$ cat config.mk
export PLATFORM = sky130hd
export DESIGN_NAME = coarse_grained_thread_select
export DESIGN_NICKNAME = d
export VERILOG_FILES = /design/src/sv/cgts_pkg.sv /design/src/sv/cgts_ctrl.sv /design/src/sv/cgts_dp.sv /design/src/sv/coarse_grained_thread_select.sv
export SDC_FILE = /design/constraint.sdc
export NUM_CORES = 2
export LEC_CHECK = 0
export BUFFER_PORTS_ARGS = -buffer_cell sky130_fd_sc_hd__buf_2
export CAP_MARGIN = 10
export CORE_MARGIN = 3
export CORE_UTILIZATION = 25
export CTS_CLUSTER_SIZE = 10
export DETAILED_ROUTE_END_ITERATION = 6
export PLACE_DENSITY = 0.42
export SLEW_MARGIN = 20
export SYNTH_ARGS = -nofsm -noshare
export SYNTH_HDL_FRONTEND = slang
export SYNTH_SLANG_ARGS = --single-unit
export TNS_END_PERCENT = 20
$ cat constraint.sdc
create_clock -name clk_i -period 8.3 [get_ports clk_i]
set_input_delay 2.49 -clock clk_i [delete_from_list [all_inputs] [get_ports clk_i]]
set_output_delay 2.49 -clock clk_i [all_outputs]
set_load 0.05 [all_outputs]
$ cat src/sv/cgts_pkg.sv
// ----------------------------------------------------------------------------
// cgts_pkg: shared types and constants of the coarse-grained thread selector
// Field widths, register indexes, controller states, the command and status
// bundles between controller and datapath, and a saturating time adder.
// ----------------------------------------------------------------------------
package cgts_pkg;

  localparam int unsigned MaxThreads = 8;
  localparam int unsigned ThreadW    = (MaxThreads > 1) ? $clog2(MaxThreads) : 1;
  localparam int unsigned TotalW     = $clog2(MaxThreads + 1);

  localparam int unsigned ThreadIdW = 3;
  localparam int unsigned ItemW     = 16;
  localparam int unsigned TimeW     = 48;
  localparam int unsigned CycW      = 16;
  localparam int unsigned LimitW    = 4;
  localparam int unsigned CostW     = 8;

  // Divider works on item_count + threads - 1, one quotient bit per cycle.
  localparam int unsigned DivW = ItemW + 1;
  localparam int unsigned CntW = $clog2(DivW);
  // Chunk start of the last thread and chunk end.
  localparam int unsigned AccW = ItemW + ThreadW;
  localparam int unsigned EndW = AccW + 1;

  localparam int unsigned InDataW    = ((TimeW + 2 * CycW + 7) / 8) * 8;
  localparam int unsigned OutFieldsW = ThreadIdW + ItemW + 2 * TimeW + 1;
  localparam int unsigned OutDataW   = ((OutFieldsW + 7) / 8) * 8;

  localparam int unsigned CfgIdxW  = 2;
  localparam int unsigned CfgDataW = 16;

  localparam logic [TimeW-1:0] TimeMax = {TimeW{1'b1}};

  localparam logic CmdStart  = 1'b0;
  localparam logic CmdReport = 1'b1;

  typedef enum logic [CfgIdxW-1:0] {
    CFG_THREAD_LIMIT = 2'd0,
    CFG_ITEM_COUNT   = 2'd1,
    CFG_SWITCH_COST  = 2'd2,
    CFG_CYCLE_MODEL  = 2'd3
  } cfg_idx_e;

  typedef enum logic [3:0] {
    ST_IDLE,
    ST_DIV,
    ST_FILL,
    ST_REP_A,
    ST_REP_B,
    ST_SEL,
    ST_MIN,
    ST_WAKE,
    ST_COMMIT,
    ST_EMIT
  } cgts_state_e;

  typedef struct packed {
    logic accept;
    logic start_init;
    logic div_step;
    logic fill_step;
    logic rep_time;
    logic rep_item;
    logic sel_latch;
    logic set_done;
    logic min_step;
    logic wake_apply;
    logic commit;
    logic emit_load;
  } cgts_cmd_t;

  typedef struct packed {
    logic div_last;
    logic idx_last;
    logic any_items;
    logic found;
    logic out_free;
  } cgts_status_t;

  function automatic logic [TimeW-1:0] sat_add(input logic [TimeW-1:0] a,
                                               input logic [TimeW-1:0] b);
    logic [TimeW:0] s;
    s = {1'b0, a} + {1'b0, b};
    return s[TimeW] ? TimeMax : s[TimeW-1:0];
  endfunction

endpackage

$ cat src/sv/cgts_ctrl.sv
// ----------------------------------------------------------------------------
// cgts_ctrl: sequencer of the thread selector
// Walks one request through divide, fill, report update, selection, wake
// search, commit and result hand-off, and tells the datapath what to do.
// ----------------------------------------------------------------------------
module cgts_ctrl
  import cgts_pkg::*;
(
  input  logic         clk_i,
  input  logic         rst_ni,
  input  logic         s_valid_i,
  input  logic         s_cmd_i,
  input  cgts_status_t status_i,
  output logic         s_ready_o,
  output cgts_cmd_t    cmd_o
);

  cgts_state_e state_q, state_d;

  always_ff @(posedge clk_i or negedge rst_ni) begin
    if (!rst_ni) begin
      state_q <= ST_IDLE;
    end else begin
      state_q <= state_d;
    end
  end

  always_comb begin
    state_d = state_q;
    case (state_q)
      ST_IDLE: begin
        if (s_valid_i) begin
          state_d = (s_cmd_i == CmdStart) ? ST_DIV : ST_REP_A;
        end
      end
      ST_DIV: begin
        if (status_i.div_last) state_d = ST_FILL;
      end
      ST_FILL: begin
        if (status_i.idx_last) state_d = ST_SEL;
      end
      ST_REP_A: state_d = ST_REP_B;
      ST_REP_B: state_d = ST_SEL;
      ST_SEL: begin
        if (!status_i.any_items) begin
          state_d = ST_EMIT;
        end else if (status_i.found) begin
          state_d = ST_COMMIT;
        end else begin
          state_d = ST_MIN;
        end
      end
      ST_MIN: begin
        if (status_i.idx_last) state_d = ST_WAKE;
      end
      ST_WAKE:   state_d = ST_SEL;
      ST_COMMIT: state_d = ST_EMIT;
      ST_EMIT: begin
        if (status_i.out_free) state_d = ST_IDLE;
      end
      default: state_d = ST_IDLE;
    endcase
  end

  always_comb begin
    cmd_o     = '0;
    s_ready_o = 1'b0;
    case (state_q)
      ST_IDLE: begin
        s_ready_o        = 1'b1;
        cmd_o.accept     = s_valid_i;
        cmd_o.start_init = s_valid_i && (s_cmd_i == CmdStart);
      end
      ST_DIV:    cmd_o.div_step   = 1'b1;
      ST_FILL:   cmd_o.fill_step  = 1'b1;
      ST_REP_A:  cmd_o.rep_time   = 1'b1;
      ST_REP_B:  cmd_o.rep_item   = 1'b1;
      ST_SEL: begin
        cmd_o.sel_latch = 1'b1;
        cmd_o.set_done  = !status_i.any_items;
      end
      ST_MIN:    cmd_o.min_step   = 1'b1;
      ST_WAKE:   cmd_o.wake_apply = 1'b1;
      ST_COMMIT: cmd_o.commit     = 1'b1;
      ST_EMIT:   cmd_o.emit_load  = status_i.out_free;
      default: begin
        cmd_o     = '0;
        s_ready_o = 1'b0;
      end
    endcase
  end

endmodule

$ cat src/sv/cgts_dp.sv
// ----------------------------------------------------------------------------
// cgts_dp: datapath of the thread selector
// Configuration registers, per-thread item ranges and wake times, the chunk
// divider, the runnable scan, the wake minimum sweep and the result register.
// ----------------------------------------------------------------------------
module cgts_dp
  import cgts_pkg::*;
(
  input  logic                clk_i,
  input  logic                rst_ni,
  input  cgts_cmd_t           cmd_i,
  output cgts_status_t        status_o,
  input  logic                cfg_valid_i,
  output logic                cfg_ready_o,
  input  logic [CfgIdxW-1:0]  cfg_index_i,
  input  logic [CfgDataW-1:0] cfg_data_i,
  input  logic [InDataW-1:0]  s_data_i,
  input  logic                m_ready_i,
  output logic                m_valid_o,
  output logic [OutDataW-1:0] m_data_o,
  output logic                m_user_o
);

  // Configuration.
  logic [LimitW-1:0] limit_q, limit_d;
  logic [ItemW-1:0]  count_q, count_d;
  logic [CostW-1:0]  cost_q, cost_d;
  logic              cme_q, cme_d;

  // Per-thread state.
  logic [ItemW-1:0] next_q [MaxThreads];
  logic [ItemW-1:0] next_d [MaxThreads];
  logic [ItemW-1:0] end_q  [MaxThreads];
  logic [ItemW-1:0] end_d  [MaxThreads];
  logic [TimeW-1:0] wake_q [MaxThreads];
  logic [TimeW-1:0] wake_d [MaxThreads];

  // Selector state.
  logic [TimeW-1:0]  time_q, time_d;
  logic [ThreadW-1:0] cur_q, cur_d;
  logic              hc_q, hc_d;
  logic [TotalW-1:0] total_q, total_d;

  // Per-request working registers.
  logic [CycW-1:0]    cyc_q, cyc_d;
  logic [CycW-1:0]    lat_q, lat_d;
  logic [DivW-1:0]    quo_q, quo_d;
  logic [TotalW-1:0]  rem_q, rem_d;
  logic [CntW-1:0]    cnt_q, cnt_d;
  logic [AccW-1:0]    acc_q, acc_d;
  logic [ThreadW-1:0] idx_q, idx_d;
  logic [ThreadW-1:0] chosen_q, chosen_d;
  logic [TimeW-1:0]   min_q, min_d;
  logic [TimeW-1:0]   idle_q, idle_d;
  logic               sw_q, sw_d;
  logic               done_q, done_d;

  // Result register.
  logic                m_valid_q, m_valid_d;
  logic [OutDataW-1:0] m_data_q, m_data_d;
  logic                m_user_q, m_user_d;

  logic [MaxThreads-1:0] has_items;
  logic [MaxThreads-1:0] runnable;
  logic                  keep_cur;
  logic                  scan_hit;
  logic [ThreadW-1:0]    scan_pos;
  logic [ThreadW-1:0]    chosen;
  logic [TotalW-1:0]     tt;
  logic                  rep_ok;

  assign cfg_ready_o = 1'b1;

  // Each thread lane checks its own range and wake time.
  always_comb begin
    for (int t = 0; t < MaxThreads; t++) begin
      has_items[t] = next_q[t] < end_q[t];
      runnable[t]  = has_items[t] && (time_q >= wake_q[t]);
    end
  end

  // Round-robin scan starting after the current thread, or at lane 0 when
  // there is none. Lanes past the thread total never hold items, so wrapping
  // at the lane count matches wrapping at the total.
  always_comb begin
    logic [ThreadW-1:0]      first;
    logic [2*MaxThreads-1:0] dbl;
    logic [ThreadW-1:0]      off;
    logic [ThreadW:0]        pos;
    first = '0;
    if (hc_q) begin
      first = (cur_q == ThreadW'(MaxThreads - 1)) ? '0 : ThreadW'(cur_q + 1'b1);
    end
    dbl      = {runnable, runnable} >> first;
    off      = '0;
    scan_hit = 1'b0;
    for (int k = MaxThreads - 1; k >= 0; k--) begin
      if (dbl[k]) begin
        scan_hit = 1'b1;
        off      = ThreadW'(k);
      end
    end
    pos = {1'b0, first} + {1'b0, off};
    if (pos >= (ThreadW + 1)'(MaxThreads)) pos = pos - (ThreadW + 1)'(MaxThreads);
    scan_pos = pos[ThreadW-1:0];
  end

  assign keep_cur = hc_q && (TotalW'(cur_q) < total_q) && runnable[cur_q];
  assign chosen   = keep_cur ? cur_q : scan_pos;
  assign rep_ok   = hc_q && (TotalW'(cur_q) < total_q);

  // Thread total: max(1, min(limit, count, lanes)).
  always_comb begin
    logic [TotalW-1:0] t1;
    if (ItemW'(limit_q) > count_q) begin
      t1 = (count_q > ItemW'(MaxThreads)) ? TotalW'(MaxThreads) : TotalW'(count_q);
    end else begin
      t1 = (limit_q > LimitW'(MaxThreads)) ? TotalW'(MaxThreads) : TotalW'(limit_q);
    end
    tt = (t1 == '0) ? TotalW'(1) : t1;
  end

  assign status_o.div_last  = cnt_q == CntW'(DivW - 1);
  assign status_o.idx_last  = idx_q == ThreadW'(MaxThreads - 1);
  assign status_o.any_items = |has_items;
  assign status_o.found     = keep_cur || scan_hit;
  assign status_o.out_free  = !m_valid_q || m_ready_i;

  always_comb begin
    logic [TotalW:0]  trial;
    logic [ItemW-1:0] chunk;
    logic [EndW-1:0]  e_end;
    logic [EndW-1:0]  e_beg;
    logic [ItemW:0]   nn;
    logic [ItemW-1:0] nx;
    logic [TimeW-1:0] t_new;

    limit_d = limit_q;
    count_d = count_q;
    cost_d  = cost_q;
    cme_d   = cme_q;
    next_d  = next_q;
    end_d   = end_q;
    wake_d  = wake_q;
    time_d  = time_q;
    cur_d   = cur_q;
    hc_d    = hc_q;
    total_d = total_q;
    cyc_d   = cyc_q;
    lat_d   = lat_q;
    quo_d   = quo_q;
    rem_d   = rem_q;
    cnt_d   = cnt_q;
    acc_d   = acc_q;
    idx_d   = idx_q;
    chosen_d = chosen_q;
    min_d   = min_q;
    idle_d  = idle_q;
    sw_d    = sw_q;
    done_d  = done_q;
    m_valid_d = m_valid_q;
    m_data_d  = m_data_q;
    m_user_d  = m_user_q;

    trial = '0;
    chunk = quo_q[ItemW-1:0];
    e_end = '0;
    e_beg = '0;
    nn    = '0;
    nx    = next_q[cur_q];
    t_new = '0;

    if (cfg_valid_i) begin
      case (cfg_idx_e'(cfg_index_i))
        CFG_THREAD_LIMIT: limit_d = cfg_data_i[LimitW-1:0];
        CFG_ITEM_COUNT:   count_d = cfg_data_i[ItemW-1:0];
        CFG_SWITCH_COST:  cost_d  = cfg_data_i[CostW-1:0];
        CFG_CYCLE_MODEL:  cme_d   = cfg_data_i[0];
        default:          cme_d   = cme_q;
      endcase
    end

    if (cmd_i.accept) begin
      cyc_d  = s_data_i[TimeW +: CycW];
      lat_d  = s_data_i[TimeW + CycW +: CycW];
      idle_d = '0;
      sw_d   = 1'b0;
    end

    if (cmd_i.start_init) begin
      time_d  = s_data_i[TimeW-1:0];
      cur_d   = '0;
      hc_d    = 1'b0;
      total_d = tt;
      quo_d   = DivW'(count_q) + DivW'(tt) - DivW'(1);
      rem_d   = '0;
      cnt_d   = '0;
      acc_d   = '0;
      idx_d   = '0;
    end

    // Restoring divider: ceiling chunk size.
    if (cmd_i.div_step) begin
      trial = {rem_q, quo_q[DivW-1]};
      if (trial >= (TotalW + 1)'(total_q)) begin
        trial = trial - (TotalW + 1)'(total_q);
        quo_d = {quo_q[DivW-2:0], 1'b1};
      end else begin
        quo_d = {quo_q[DivW-2:0], 1'b0};
      end
      rem_d = trial[TotalW-1:0];
      cnt_d = CntW'(cnt_q + 1'b1);
    end

    // One thread range a cycle.
    if (cmd_i.fill_step) begin
      e_beg = EndW'(acc_q);
      e_end = EndW'(acc_q) + EndW'(chunk);
      if (TotalW'(idx_q) >= total_q) begin
        e_beg = '0;
        e_end = '0;
      end
      if (e_end > EndW'(count_q)) e_end = EndW'(count_q);
      if (e_beg > e_end) e_beg = e_end;
      next_d[idx_q] = e_beg[ItemW-1:0];
      end_d[idx_q]  = e_end[ItemW-1:0];
      wake_d[idx_q] = '0;
      acc_d = AccW'(acc_q + AccW'(chunk));
      idx_d = ThreadW'(idx_q + 1'b1);
    end

    if (cmd_i.rep_time && rep_ok && cme_q) begin
      time_d = sat_add(time_q, TimeW'(cyc_q));
    end

    if (cmd_i.rep_item && rep_ok) begin
      if (cme_q && (lat_q != '0)) begin
        t_new = sat_add(time_q, TimeW'(lat_q));
        wake_d[cur_q] = t_new;
        hc_d = 1'b0;
      end
      nn = (nx < end_q[cur_q]) ? ({1'b0, nx} + (ItemW + 1)'(1)) : {1'b0, nx};
      next_d[cur_q] = nn[ItemW-1:0];
      if (nn >= {1'b0, end_q[cur_q]}) hc_d = 1'b0;
    end

    if (cmd_i.sel_latch) begin
      chosen_d = chosen;
      idx_d    = '0;
      min_d    = TimeMax;
    end

    if (cmd_i.set_done) begin
      hc_d   = 1'b0;
      done_d = 1'b1;
    end

    if (cmd_i.min_step) begin
      if (has_items[idx_q] && (wake_q[idx_q] < min_q)) min_d = wake_q[idx_q];
      idx_d = ThreadW'(idx_q + 1'b1);
    end

    // No thread was runnable: jump to the earliest wake.
    if (cmd_i.wake_apply) begin
      idle_d = min_q - time_q;
      time_d = min_q;
    end

    if (cmd_i.commit) begin
      if (hc_q && (chosen_q != cur_q)) begin
        time_d = sat_add(time_q, TimeW'(cost_q));
        sw_d   = 1'b1;
      end
      cur_d  = chosen_q;
      hc_d   = 1'b1;
      done_d = 1'b0;
    end

    if (cmd_i.emit_load) begin
      m_valid_d = 1'b1;
      m_user_d  = done_q;
      if (done_q) begin
        m_data_d = OutDataW'({{ItemW{1'b0}}, {ThreadIdW{1'b0}}});
        m_data_d[ThreadIdW + ItemW +: TimeW] = time_q;
      end else begin
        m_data_d = OutDataW'({sw_q, idle_q, time_q, next_q[cur_q], ThreadIdW'(cur_q)});
      end
    end else if (m_ready_i) begin
      m_valid_d = 1'b0;
    end
  end

  always_ff @(posedge clk_i or negedge rst_ni) begin
    if (!rst_ni) begin
      limit_q   <= LimitW'(1);
      count_q   <= '0;
      cost_q    <= '0;
      cme_q     <= 1'b1;
      for (int t = 0; t < MaxThreads; t++) begin
        next_q[t] <= '0;
        end_q[t]  <= '0;
        wake_q[t] <= '0;
      end
      time_q    <= '0;
      cur_q     <= '0;
      hc_q      <= 1'b0;
      total_q   <= TotalW'(1);
      cnt_q     <= '0;
      idx_q     <= '0;
      done_q    <= 1'b0;
      m_valid_q <= 1'b0;
    end else begin
      limit_q   <= limit_d;
      count_q   <= count_d;
      cost_q    <= cost_d;
      cme_q     <= cme_d;
      next_q    <= next_d;
      end_q     <= end_d;
      wake_q    <= wake_d;
      time_q    <= time_d;
      cur_q     <= cur_d;
      hc_q      <= hc_d;
      total_q   <= total_d;
      cnt_q     <= cnt_d;
      idx_q     <= idx_d;
      done_q    <= done_d;
      m_valid_q <= m_valid_d;
    end
  end

  always_ff @(posedge clk_i) begin
    cyc_q    <= cyc_d;
    lat_q    <= lat_d;
    quo_q    <= quo_d;
    rem_q    <= rem_d;
    acc_q    <= acc_d;
    chosen_q <= chosen_d;
    min_q    <= min_d;
    idle_q   <= idle_d;
    sw_q     <= sw_d;
    m_data_q <= m_data_d;
    m_user_q <= m_user_d;
  end

  assign m_valid_o = m_valid_q;
  assign m_data_o  = m_data_q;
  assign m_user_o  = m_user_q;

endmodule

$ cat src/sv/coarse_grained_thread_select.sv
// ----------------------------------------------------------------------------
// coarse_grained_thread_select: thread picker for switch-on-stall threading
// Splits a stage into per-thread chunks, issues items from the current thread
// while it stays runnable, switches round-robin on a stall and skips idle
// time to the earliest wake when every thread waits.
// ----------------------------------------------------------------------------
//
//   channel   direction  handshake                      payload
//   s_axis    in         s_axis_tvalid / s_axis_tready  tuser: command
//                                                       tdata: time, cycles, stall
//   m_axis    out        m_axis_tvalid / m_axis_tready  tuser: done_res
//                                                       tdata: selection result
//   cfg       in         cfg_valid_i / cfg_ready_o      cfg_index_i, cfg_data_i
//
// A report request advances the time and the current thread's item, then runs
// the selection and the commit before its result is loaded. The commit is
// skipped when no thread has items left, and the wake sweep over the 8
// thread entries runs when every thread waits. A start request runs the
// bit-serial chunk divider and writes the thread ranges, then the selection.
// The next request is taken the cycle after the result is loaded; a new
// result waits while the result register is full. Reset puts every thread
// range and wake time at zero. The configuration port is always ready.
// ----------------------------------------------------------------------------
module coarse_grained_thread_select
  import cgts_pkg::*;
(
  input  logic                clk_i,
  input  logic                rst_ni,

  input  logic                s_axis_tvalid,
  output logic                s_axis_tready,
  // [47:0] start_time, [63:48] compute_cycles, [79:64] stall_latency
  input  logic [InDataW-1:0]  s_axis_tdata,
  // [0] command
  input  logic                s_axis_tuser,

  output logic                m_axis_tvalid,
  input  logic                m_axis_tready,
  // [2:0] thread_id, [18:3] item_index, [66:19] now_time,
  // [114:67] idle_cycles, [115] switched, [119:116] zero
  output logic [OutDataW-1:0] m_axis_tdata,
  // [0] done_res
  output logic                m_axis_tuser,

  input  logic                cfg_valid_i,
  output logic                cfg_ready_o,
  input  logic [CfgIdxW-1:0]  cfg_index_i,
  input  logic [CfgDataW-1:0] cfg_data_i
);

  cgts_cmd_t    cmd;
  cgts_status_t status;

  cgts_ctrl u_ctrl (
    .clk_i     (clk_i),
    .rst_ni    (rst_ni),
    .s_valid_i (s_axis_tvalid),
    .s_cmd_i   (s_axis_tuser),
    .status_i  (status),
    .s_ready_o (s_axis_tready),
    .cmd_o     (cmd)
  );

  cgts_dp u_dp (
    .clk_i       (clk_i),
    .rst_ni      (rst_ni),
    .cmd_i       (cmd),
    .status_o    (status),
    .cfg_valid_i (cfg_valid_i),
    .cfg_ready_o (cfg_ready_o),
    .cfg_index_i (cfg_index_i),
    .cfg_data_i  (cfg_data_i),
    .s_data_i    (s_axis_tdata),
    .m_ready_i   (m_axis_tready),
    .m_valid_o   (m_axis_tvalid),
    .m_data_o    (m_axis_tdata),
    .m_user_o    (m_axis_tuser)
  );

endmodule

==> impl_metrics.tcl <==
set metrics [dict create \
    status "complete, but fails checks" \
    violations "DRC" \
    cts-root-buf "clkbuf_16" \
    finalHoldViolCount 0 \
    num-fill-cells 29287 \
    critPathRequiredTime_ns 8.98 \
    postLayoutCellArea_um2 79900 \
    drtIter0Drc 6257 \
    cts.clk_slew.worst_paths_ns 0.06 \
    drive_above_1_share 0.104 \
    die_h_um 533 \
    fin_util 0.291 \
    skew_ns 0.0756 \
    yosys_warnings 0 \
    cts_setup_buffers 0 \
    worst_pin_slew_ns 1.22 \
    syn_avg_cell_area_um2 8.89 \
    setup_viol 0 \
    rsz0062_at_grt "no" \
    final_cell_mix "o21ai_0, ha_1, nand2_1" \
    worstHoldPathCells 2 \
    r2r_cells 30 \
    crit_type "register to register" \
    synth-simple-area-share 0.149 \
    cts_tree "yes" \
    dp_slack_ns 0.743 \
    numCtsBuffers 145 \
    coreArea_um2 275000 \
    fin_nets 8845 \
    grt_pass1_vias 61609 \
    slowest_delay_ns 0.58 \
    vias 62957 \
    startpoint_type "register" \
    hold_buffers 0 \
    startpoint "u_dp.quo_q[1]" \
    synth_area_um2 69400 \
    async_reset_ff_frac 0.719 \
    synth_edf_count 240 \
    met2_length_um 141000 \
    ys_ff_latch 1028 \
    synth_mux_area_frac 0.0284 \
    fin_tns_setup_ns 0 \
    met1_length_um 146000 \
    total_power_mw 33.2 \
    wirelength_um 321000 \
    drc 13 \
    grt_max_degree 145 \
    cts_resized 0 \
    wl_per_cell_um 27.3 \
    placed_area_um2 75500 \
    vdd_drop_max_uv 310 \
    crit_path_top_delay_cell "nand2_1" \
    grt_pass1_wl_um 459000 \
    die_w_um 533 \
    cts.path.max_buffers 4 \
    clock.fmax_mhz 130 \
    regToRegStartpoint "u_dp.quo_q[1]" \
    die-area_um2 284000 \
    avgViaCountPerCell 5.35 \
    synth-compound-area-share 0.209 \
    initial_core_util 0.253 \
    syn_to_final_growth_pct 15.2 \
    highest_layer "met5" \
    fin_crit_ns 7.68 \
    track_usage 0.218 \
    crit_fanout 51 \
    boundaryPins 228 \
    cp.depth 30 \
    crit_arrival_ns 8.37 \
    endpoint_kind "register" \
    grt_antenna_before_repair 14 \
    port_buffers 222 \
    ant_nets 0 \
    grt-ovfl-total 0 \
    globalplace.congestion 0.965 \
    seq_area_frac_synth 0.385 \
    hpwl_um 237000 \
    cellLeakagePower_nw 32.9 \
    drt_pass1_iterations 7 \
    finalCritPeriodShare 0.926 \
    max-slew-margin-rel 0.175 \
    cp_common_cell "a21o_1" \
    h-tree-depth 4 \
    ys.flop_type "dfrtp_1" \
    fin_ws_ns 0.617 \
    drv_cap 0 \
    power_density_nw_per_um2 415 \
    hold_path_class "register to register" \
    synthXorXnorAreaFrac 0.0243 \
    clock_latency_ns 0.86 \
    syn_inst 7805 \
    row_count 192 \
    min_from "u_dp.sw_q" \
    clock-sinks 1028 \
    synth_top_family_by_area "compound AO/OA/AOI/OAI gates" \
    final_max_slew_viol_count 0 \
    wl_met3_um 21200 \
    worst-path-buf-inv 1 \
    synth_adder_area_share 0.141 \
    cp_top_family "compound AO/OA/AOI/OAI gates" \
    synth.distinct_cells 95 \
]
-- state kept, by name, summed over array words and instances (netlist names), 5 cells and up --
signal / count
u_dp.acc_q: 19
u_dp.cnt_q: 5
u_dp.cost_q: 8
u_dp.count_q: 16
u_dp.cyc_q: 16
u_dp.end_q: 128
u_dp.idle_q: 48
u_dp.lat_q: 16
u_dp.m_data_o: 116
u_dp.min_q: 48
u_dp.next_q: 128
u_dp.quo_q: 17
u_dp.time_q: 48
u_dp.wake_q: 384
-- logic make-up after synthesis --
group                      Yosys count
AOI/OAI and AO/OA                 2271
xor gates and xnor gates           182
adders and majority gates          776
buffers and inverters             1157
DFF                               1028
muxes                              172
other                                2
and+or+nand+nor                   2217
-- worst register-to-register path: cells and delay by family, from the launching register on --
family,cells,cell delay [ns]
compound gates,17,3.70
xor+xnor,1,0.37
fa+ha+maj,3,0.91
buf+inv,1,0.49
flops,1,0.43
simple gates,8,1.67
-- final cells by class --
cell class,count,area [um^2],share of cell area
diodes,7,17.5,0.000219
clock buffers,215,4180,0.0523
clock inverters,31,239,0.00299
inverters,728,2730,0.0342
multi-input cells,5626,38600,0.484
flip-flops and latches,1028,26700,0.334
well taps,3686,4610,0.0577
repair buffers,436,2800,0.0351
-- synth_stat cells, drive strengths merged, types with 13 or more instances --
master   number  area [um^2]
a221oi       54          473
nor3         89          450
o21a         34          255
a21o        157         1180
a211o        22          193
and2         32          200
buf          85          414
or2          19          119
xnor2       135         1270
or3          24          150
nor2        395         1480
a32oi        13          136
mux2         87          980
o211ai       33          248
dfrtp       736        18400
o21ai       787         3940
edfxtp      240         7210
o311ai       34          298
mux2i        74          744
a211oi       48          370
nand2       775         2910
a31oi        85          532
nand4       145          907
nor2b       110          688
o31ai        41          308
nor4         34          219
a22oi       275         2060
clkbuf      344         1290
o22ai        27          169
and3         46          288
nand3       454         2270
dfxtp        49          981
o2111ai      20          175
nand2b       49          307
a21oi       418         2130
a2111oi      20          178
ha          768         9610
and4         16          140
inv         725         2720
o221ai       89          780
xor2         47          412
-- routing by layer --
layer	vias to the layer above	GRT usage
met5	-	0
met2	2396	0.339
met1	31486	0.305
met4	4	0.0765
li1	28581	-
met3	490	0.0361
-- final timing paths --
path | to | slack, ns
worst min-delay path | u_dp.sw_q | 0.46
worst max-delay path | u_dp.next_q[78] | 0.62
worst max register to register | u_dp.next_q[78] | 0.62
max in group asynchronous | u_dp.cur_q[2] | 4.97
worst min register to register | u_dp.sw_q | 0.46
min in group asynchronous | u_dp.end_q[85] | 1.70
-- metrics by stage --
stage               cells  hold slack [ns]
floorplan            7811            0.416
global placement    11504            0.445
detailed placement  11504            0.451
CTS                 11750            0.460
global route        11753            0.498
finish              11757            0.463
-- power by group --
part | switching (mW) | internal [mW] | total [mW]
Clock | 2.51 | 3.55 | 6.06
Combinational | 12.6 | 6.45 | 19.0
Sequential | 1.62 | 6.49 | 8.11
Total | 16.7 | 16.5 | 33.2
(Power assumes the default switching activity.)
